`src/assert_macros.svh`:
```
// Assertion helpers for the RTL in this folder.
// Each macro expects clk and arst_n in scope.
`ifndef ASSERT_MACROS_SVH
`define ASSERT_MACROS_SVH

// Property checked at every rising clock edge outside reset.
`define ASSERT_ALWAYS(label, prop, msg) \
	label: assert property (@(posedge clk) disable iff (!arst_n) (prop)) else $error(msg);

// Implication checked in the same cycle outside reset.
`define ASSERT_IMPLIES(label, ante, cons, msg) \
	label: assert property (@(posedge clk) disable iff (!arst_n) (ante) |-> (cons)) \
		else $error(msg);

`endif

```
`src/tehf_pkg.sv`:
```
// Package for the tunnel exit health block: state types, event and register codes.
// No dependencies.
`timescale 1ns / 1ps

package tehf_pkg;

	typedef enum logic [1:0] {
		ST_DISABLED = 2'd0,
		ST_PENDING  = 2'd1,
		ST_ACTIVE   = 2'd2,
		ST_FALLBACK = 2'd3
	} policy_state_t;

	localparam int RUN_W = 4;
	localparam logic [RUN_W-1:0] THRESHOLD_RST = RUN_W'(3);

	// event kinds; the fourth code is a no-op
	localparam logic [1:0] MODE_RESTART = 2'd0;
	localparam logic [1:0] MODE_TUNNEL  = 2'd1;
	localparam logic [1:0] MODE_PROBE   = 2'd2;

	// configuration register indexes
	localparam logic REG_EXIT_ENABLED    = 1'b0;
	localparam logic REG_PROBE_THRESHOLD = 1'b1;

	typedef struct packed {
		policy_state_t    policy;
		logic [RUN_W-1:0] success_run;
		logic [RUN_W-1:0] failure_run;
		logic             link_up;
		logic             armed;   // enable setting latched at last restart
	} health_state_t;

	localparam health_state_t HEALTH_RST = '{
		policy:      ST_DISABLED,
		success_run: '0,
		failure_run: '0,
		link_up:     1'b0,
		armed:       1'b0
	};

endpackage

```
`src/tunnel_exit_health_fsm_unit.sv`:
```
// Channel  | handshake              | payload
// ---------+------------------------+-------------------------------
// input    | in_valid / in_ready    | mode[1:0], event_flag
// output   | out_valid / out_ready  | exit_state[1:0], routes_public
// config   | cfg_valid / cfg_ready  | cfg_index, cfg_data[3:0]
//
// One word per clock sustained while out_ready stays high. An accepted word passes
// through the input register, then the result register, to the output. The state
// update for a word happens as it leaves the input register, so back-to-back words
// see each other's effects.
// Reset clears the policy state, run counters, link flag and both valid bits.
// A stalled output holds the input register; in_ready drops only then.
// Top level of the tunnel exit health block; depends on tehf_pkg, tehf_step, assert_macros.svh.
`timescale 1ns / 1ps
`include "assert_macros.svh"

module tunnel_exit_health_fsm_unit (
	input  logic                        clk,
	input  logic                        arst_n,
	input  logic                        in_valid,
	output logic                        in_ready,
	input  logic [1:0]                  mode,
	input  logic                        event_flag,
	output logic                        out_valid,
	input  logic                        out_ready,
	output logic [1:0]                  exit_state,
	output logic                        routes_public,
	input  logic                        cfg_valid,
	output logic                        cfg_ready,
	input  logic                        cfg_index,
	input  logic [tehf_pkg::RUN_W-1:0]  cfg_data
);
	import tehf_pkg::*;

	logic             exit_enabled_q;
	logic [RUN_W-1:0] probe_threshold_q;
	health_state_t    state_q;
	health_state_t    state_nxt;
	logic             routes_nxt;

	logic             valid_s1;
	logic [1:0]       mode_s1;
	logic             flag_s1;
	logic             adv;

	logic             out_valid_q;
	logic [1:0]       exit_state_q;
	logic             routes_public_q;

	logic             succ_zero;
	logic             fail_zero;
	logic             is_disabled;
	logic             out_active;

	assign cfg_ready = 1'b1;
	assign adv       = valid_s1 && (!out_valid_q || out_ready);
	assign in_ready  = !valid_s1 || adv;

	always_ff @(posedge clk or negedge arst_n) begin
		if (!arst_n) begin
			exit_enabled_q    <= 1'b0;
			probe_threshold_q <= THRESHOLD_RST;
		end else if (cfg_valid && cfg_ready) begin
			case (cfg_index)
				REG_EXIT_ENABLED:    exit_enabled_q    <= cfg_data[0];
				REG_PROBE_THRESHOLD: probe_threshold_q <= cfg_data;
				default:             ;
			endcase
		end
	end

	always_ff @(posedge clk or negedge arst_n) begin
		if (!arst_n) begin
			valid_s1 <= 1'b0;
		end else if (in_ready) begin
			valid_s1 <= in_valid;
		end
	end

	always_ff @(posedge clk) begin
		if (in_valid && in_ready) begin
			mode_s1 <= mode;
			flag_s1 <= event_flag;
		end
	end

	tehf_step u_step (
		.cur             (state_q),
		.mode            (mode_s1),
		.event_flag      (flag_s1),
		.exit_enabled    (exit_enabled_q),
		.probe_threshold (probe_threshold_q),
		.nxt             (state_nxt),
		.routes_public   (routes_nxt)
	);

	always_ff @(posedge clk or negedge arst_n) begin
		if (!arst_n) begin
			state_q <= HEALTH_RST;
		end else if (adv) begin
			state_q <= state_nxt;
		end
	end

	always_ff @(posedge clk or negedge arst_n) begin
		if (!arst_n) begin
			out_valid_q <= 1'b0;
		end else if (adv) begin
			out_valid_q <= 1'b1;
		end else if (out_ready) begin
			out_valid_q <= 1'b0;
		end
	end

	always_ff @(posedge clk) begin
		if (adv) begin
			exit_state_q    <= 2'(state_nxt.policy);
			routes_public_q <= routes_nxt;
		end
	end

	assign out_valid     = out_valid_q;
	assign exit_state    = exit_state_q;
	assign routes_public = routes_public_q;

	assign succ_zero   = (state_q.success_run == '0);
	assign fail_zero   = (state_q.failure_run == '0);
	assign is_disabled = (state_q.policy == ST_DISABLED);
	assign out_active  = (exit_state_q == 2'(ST_ACTIVE));

	// a success run and a failure run never coexist
	`ASSERT_ALWAYS(a_runs_exclusive, succ_zero || fail_zero, "both run counters nonzero")
	`ASSERT_IMPLIES(a_unarmed_disabled, !state_q.armed, is_disabled, "unarmed but not disabled")
	`ASSERT_IMPLIES(a_down_no_runs, !state_q.link_up, succ_zero && fail_zero, "run with link down")
	`ASSERT_IMPLIES(a_routes_match, out_valid_q, routes_public_q == out_active, "routes_public off")

endmodule

```
`src/tehf_step.sv`:
```
// Next-state logic for one event of the tunnel exit health machine.
// Depends on tehf_pkg.
`timescale 1ns / 1ps

module tehf_step (
	input  tehf_pkg::health_state_t       cur,
	input  logic [1:0]                    mode,
	input  logic                          event_flag,
	input  logic                          exit_enabled,
	input  logic [tehf_pkg::RUN_W-1:0]    probe_threshold,
	output tehf_pkg::health_state_t       nxt,
	output logic                          routes_public
);
	import tehf_pkg::*;

	logic [RUN_W-1:0] lim;

	// zero threshold behaves as one
	assign lim = (probe_threshold == '0) ? RUN_W'(1) : probe_threshold;

	always_comb begin
		nxt = cur;
		case (mode)
			MODE_RESTART: begin
				nxt.armed       = exit_enabled;
				nxt.policy      = exit_enabled ? ST_PENDING : ST_DISABLED;
				nxt.success_run = '0;
				nxt.failure_run = '0;
				nxt.link_up     = 1'b0;
			end
			MODE_TUNNEL: begin
				if (cur.armed) begin
					if (cur.link_up != event_flag) begin
						nxt.link_up     = event_flag;
						nxt.success_run = '0;
						nxt.failure_run = '0;
						if (event_flag && cur.policy == ST_FALLBACK)
							nxt.policy = ST_PENDING;
					end
					// any down report forces fallback, changed or not
					if (!event_flag)
						nxt.policy = ST_FALLBACK;
				end
			end
			MODE_PROBE: begin
				if (cur.armed && cur.link_up) begin
					if (event_flag) begin
						nxt.failure_run = '0;
						if (cur.success_run < lim)
							nxt.success_run = cur.success_run + RUN_W'(1);
						if (nxt.success_run >= lim)
							nxt.policy = ST_ACTIVE;
					end else begin
						nxt.success_run = '0;
						if (cur.failure_run < lim)
							nxt.failure_run = cur.failure_run + RUN_W'(1);
						if (cur.policy == ST_ACTIVE && nxt.failure_run >= lim)
							nxt.policy = ST_FALLBACK;
					end
				end
			end
			default: begin
				nxt = cur;
			end
		endcase
	end

	always_comb begin
		routes_public = (nxt.policy == ST_ACTIVE);
	end

endmodule
```
`config.mk`:
```
export PLATFORM = sky130hd
export DESIGN_NAME = tunnel_exit_health_fsm_unit
export DESIGN_NICKNAME = d
export VERILOG_FILES = /design/src/tehf_pkg.sv /design/src/tunnel_exit_health_fsm_unit.sv /design/src/tehf_step.sv
export VERILOG_INCLUDE_DIRS = /design/src /design/src/src
export SDC_FILE = /design/constraint.sdc
export NUM_CORES = 1
export LEC_CHECK = 0
export BUFFER_PORTS_ARGS = -buffer_cell sky130_fd_sc_hd__buf_2
export CAP_MARGIN = 20
export CORE_AREA = 3 3 67 69
export DETAILED_ROUTE_END_ITERATION = 10
export DIE_AREA = 0 0 70 72
export PLACE_DENSITY = 0.73
export SYNTH_ARGS = -nofsm -noshare
export SYNTH_HDL_FRONTEND = slang
export SYNTH_HIERARCHICAL = 1
export SYNTH_SLANG_ARGS = --single-unit
```
`constraint.sdc`:
```
create_clock -name clk -period 3.6 [get_ports clk]
set_input_delay 0.18 -clock clk [delete_from_list [all_inputs] [get_ports clk]]
set_output_delay 0.18 -clock clk [all_outputs]
set_load 0.05 [all_outputs]
```
# Word level (Yosys, flattened, before mapping)
# Cells that the tools add are included.
# op_classes
muxes,22
eq_ne,9
add_sub_neg,2
reduce_logical,19
shifts,0
n_bitwise,1
div_mod_pow,0
multipliers,0
magnitude_cmp,4
# ops
operator,n
4-bit two-way mux,9
10-bit one-hot mux with 3 select lines,1
11-bit two-way mux,2
10-bit two-way mux,2
"4-bit by 1-bit adder with 4-bit output, second input constant",2
"2-bit == test, second input constant",4
4-bit greater-or-equal comparator,2
4-bit < comparator,2
2-bit two-way mux,4
2-bit AND reduction,3
1-bit logical AND,5
5-bit AND reduction,1
4-bit logical NOT,1
"2-bit by 1-bit != test with 1-bit output, second input constant",2
4-bit AND reduction,1
2-bit nonzero test,2
1-bit two-way mux,3
3-bit nonzero test,1
"2-bit by 1-bit == test with 1-bit output, second input constant",1
1-bit logical NOT,2
2-bit logical NOT,1
1-bit logical OR,2
"2-bit != test, second input constant",1
1-bit one-hot mux with 2 select lines,1
other kinds (2),2
# totals
ramBits,0
in_bits,13
reg_bits,25
memories,0
latchBits,0
romBits,0

# Longest topological paths before layout
# depth
depth_word,14
depth_mapped,15
mapped_depth_nobuf,14

# Modules after synthesis
# Netlist, hierarchy kept.
# modules_own_cells
module,n_inst,cells_each,area_each_um2
tunnel_exit_health_fsm_unit,1,54,980.9
tehf_step,1,135,917.1

# Worst setup path after synthesis
# OpenSTA, ideal clock, no wires.
# synth_path
path_type,reg2reg
startpoint,register probe_threshold_q[1]
endpoint,register state_q[10] (netlist name)
stages_incl_launch_ff,16
period_less_slack_ps,3025
t_required_ps,3475
setup_ps,125
t_arrival_ps,2900
setup_slack_ps,575
cell_sequence,dfstp_2 -> inv_1 -> ha_1 -> or3_1 -> a31oi_1 -> or2_1 -> buf_2 -> nand2_1 -> xnor2_1 -> ha_1 -> a211oi_1 -> o21ai_0 -> o2111ai_1 -> a31oi_1 -> and2_1 -> mux2_4
# synth_rtl
item,line,rtl
start: declaration,tunnel_exit_health_fsm_unit.sv:36,logic [RUN_W-1:0] probe_threshold_q;
start signal: assignment,tunnel_exit_health_fsm_unit.sv:66,REG_PROBE_THRESHOLD: probe_threshold_q <= cfg_data;
end signal: assignment,tunnel_exit_health_fsm_unit.sv:101,state_q <= state_nxt;
end: declaration,tunnel_exit_health_fsm_unit.sv:37,health_state_t state_q;

==> results.toml <==
[setup_path]
rrSetupSlack_ns = 0.38
worstReg2RegEnd = "state_q[10]$_DFFE_PN0P_"
crit_required_ns = 3.76
crit_type = "reg -> reg"
cp-startpoint = "probe_threshold_q[1]$_DFFE_PN1P_"
arrival_ns = 3.39
endpoint_kind = "flop"
rr_startpoint = "probe_threshold_q[1]$_DFFE_PN1P_"
critPathCapture = "state_q[10]$_DFFE_PN0P_"
cp_max_fo = 7
r2r.worst_path.cells = 14
cp-start-kind = "flop"

[power]
peakVddDrop_uv = 313
powerDensity_mw_per_mm2 = 422
power.leakage_nw = 1.00
clock_power_share_pct = 19.2
combinationalPowerShare_pct = 35.1
pwr-share-seq_pct = 45.7
p_sw_mw = 0.315
swShare_pct = 36.1
power.internal_mw = 0.557

[clock_tree]
clkSinkCount = 25
numCtsBuffers = 3
post-cts-setup-buffers = 0
clk_pin_slew_ns = 0.09
root_buffer = "clkbuf_8"
htree_levels = 1
cts_tree = "yes"
clk_path_buf_depth = 2
clk_latency_ns = 0.27

[logic_synthesis]
synth_cells = 189
synthSimpleGateAreaFrac_pct = 19.9
syn_nets = 218
synth_compound_area_share_pct = 12.9
yosys.area_share.adder_pct = 10.5
synth_top_family_by_area = "simple AND/OR/NAND/NOR gates"
synth_seq_area_share_pct = 34.7
ys_seq_elements = 25
synthMuxAreaShare_pct = 14.2
yosysWarnings = 6
synth_xor_area_share_pct = 3.23
synth_area_per_cell_sq_um = 10.0
ys_types = 55
syn_area_sq_mm = 0.00190

[floorplan]
die-area_sq_mm = 0.00504
core.rowCount = 23
pin_count = 19
core_sq_mm = 0.00397
start_util_pct = 47.8
die_w_um = 70
die_h_um = 72

[placed_design]
gp_congestion = 0.819
hpwl_um = 2860
post-place-ws_ns = 0.307
port-buffer-count = 17

[routing]
firstDrtPassIters = 4
dr_total_vias = 1448
wl_met2_um = 1840
dr.max_layer_used = "met4"
wl_per_cell_um = 14.8
wl_met1_um = 1850
drtAntennaViolNets = 0
drt_iter0_drc = 83
drc_errors = 0
via_per_inst = 5.66
wirelength_um = 3790
dr_wl_met3_um = 75

[sta]
fin_skew_ns = 0.00630
worst_pin_slew_ns = 0.499
setup_slack_ns = 0.378
slew_headroom_pct = 66.5
rsz0062_at_grt = "false"
fin_crit_sh_pct = 89.5
hold_violations = 0
slew_violations = 0
max_freq_ghz = 0.310
fin_setup_tns_ns = 0
finalSetupViolCount = 0
timing.final.crit_period_ns = 3.22

[grt]
grt_use_total_pct = 15.9
grt_pass1_vias = 1434
grt_max_degree = 20
grt_pass1_wl_um = 6510
antenna_found_initial = 0
grt_overflow = 0

[finish]
area_delta_synth_final_pct = 8.90
diodes = 0
fin_nets = 236
fillCellCount = 370
drive_above_1_share_pct = 24.8
mostFrequentLayoutCells = "dfrtp_1 (17), buf_2 (17), ha_1 (16), nand2_1 (15), nor2_1 (12)"

[worst_hold_path]
hold_path.class = "in -> reg"

[status]
status = "finished clean"

[flow_run]
drv_cap = 0
-- power by group through the flow --
stage          combinational (mW)  sequential, mW  clock, mW
6_report                    0.307           0.398      0.167
5_1_grt                     0.339           0.408      0.183
4_1_cts                     0.303           0.398      0.172
3_5_place_dp                0.301           0.403          0
3_3_place_gp                0.292           0.401          0
2_1_floorplan               0.224           0.409          0
-- timing repair --
item	in CTS	in global routing
endpoints found under the setup margin	0	1
hold endpoints to repair	17	0
gates resized for setup	0	1
hold buffers	1	0
-- flip-flops by register name (all words and copies together) (netlist names) --
| signal | count |
|---|---|
| probe_threshold_q | 4 |
| exit_state | 2 |
| exit_enabled_q | 1 |
| valid_s1 | 1 |
| flag_s1 | 1 |
| routes_public | 1 |
| mode_s1 | 2 |
| out_valid | 1 |
| state_q | 12 |
-- cells in the mapped netlist, drive strengths merged --
cell type,instances,area [sq um]
edfxtp,6,180
or3,3,18.8
or2b,1,7.51
a32oi,1,8.76
nor2b,3,18.8
nand2,16,67.6
a22o,1,8.76
a21oi,5,36.3
ha,16,200
nor3,4,20.0
and3,2,12.5
mux2i,1,10.0
nand2b,9,63.8
o211ai,3,27.5
a21o,1,7.51
or4,4,33.8
buf,4,37.5
xnor2,3,26.3
mux2,20,259
or2,2,12.5
a31oi,3,18.8
inv,10,37.5
o22ai,2,12.5
nand4,1,6.26
nand3b,2,15.0
conb,1,3.75
nand3,4,25.0
a31o,2,17.5
clkbuf,2,7.51
xor2,4,35.0
a22oi,1,7.51
a211oi,1,7.51
o21ai,10,50.0
nor2,12,45.0
o2bb2ai,2,17.5
a211o,1,8.76
o21bai,1,7.51
o2111ai,1,8.76
dfrtp,17,425
nor4,2,12.5
dfstp,2,52.6
and2,3,18.8
-- per-layer routing --
metal  up-vias  track usage (%)
met5         -                0
met4         0             5.11
met3         2             1.66
met2        17             27.5
met1       715             21.2
li1        714                -
-- per-stage QoR --
step | instances | hold slack (ns) | utilization [%] | total power [mW] | instance area (sq um)
2_1_floorplan | 189 | -0.116 | - | 0.633 | 1900
3_3_place_gp | 251 | 0.152 | 50.6 | 0.693 | 2010
3_5_place_dp | 251 | 0.163 | 50.6 | 0.704 | 2010
6_report | 256 | 0.0837 | 52.0 | 0.872 | 2070
4_1_cts | 256 | 0.0788 | 52.0 | 0.873 | 2060
5_1_grt | 256 | 0.0746 | 52.0 | 0.930 | 2070
-- layout make-up --
cell class / count / area [sq um] / area share (%)
clock inverters: 1 / 5.00 / 0.242
repair buffers: 19 / 103 / 4.96
well taps: 50 / 62.6 / 3.03
clock buffers: 3 / 41.3 / 2.00
multi-input cells: 148 / 1160 / 56.1
flip-flops and latches: 25 / 658 / 31.8
inverters: 10 / 37.5 / 1.82
-- critical path: stages, from the launching register on --
cell,delay (ns)
dfstp_2,0.57
inv_1,0.07
ha_1,0.17
or3_1,0.34
a31oi_1,0.19
or2_4,0.21
nand2_1,0.09
xnor2_1,0.13
ha_1,0.29
a211oi_1,0.23
o21ai_0,0.12
o2111ai_1,0.12
a31oi_1,0.13
and2_1,0.19
mux2_4,0.26
-- worst min-delay path by stage --
stage                                  endpoint       start  depth (start not counted)
6_report                   mode_s1[0]$_DFFE_PP_     mode[0]                          1
5_1_grt                    mode_s1[0]$_DFFE_PP_     mode[0]                          1
4_1_cts                       flag_s1$_DFFE_PP_  event_flag                          1
3_5_place_dp   probe_threshold_q[2]$_DFFE_PN0P_      arst_n                          1
3_3_place_gp   probe_threshold_q[2]$_DFFE_PN0P_      arst_n                          1
2_1_floorplan        exit_enabled_q$_DFFE_PN0P_      arst_n                          0
-- logic make-up after synthesis --
logic type / count (synthesis)
AOI/OAI and AO/OA: 35
xor gates and xnor gates: 7
adders and majority gates: 16
buffers and inverters: 16
DFF: 25
muxes: 21
other: 1
and+or+nand+nor: 68
No activity file was read; power rests on OpenSTA's default activity.
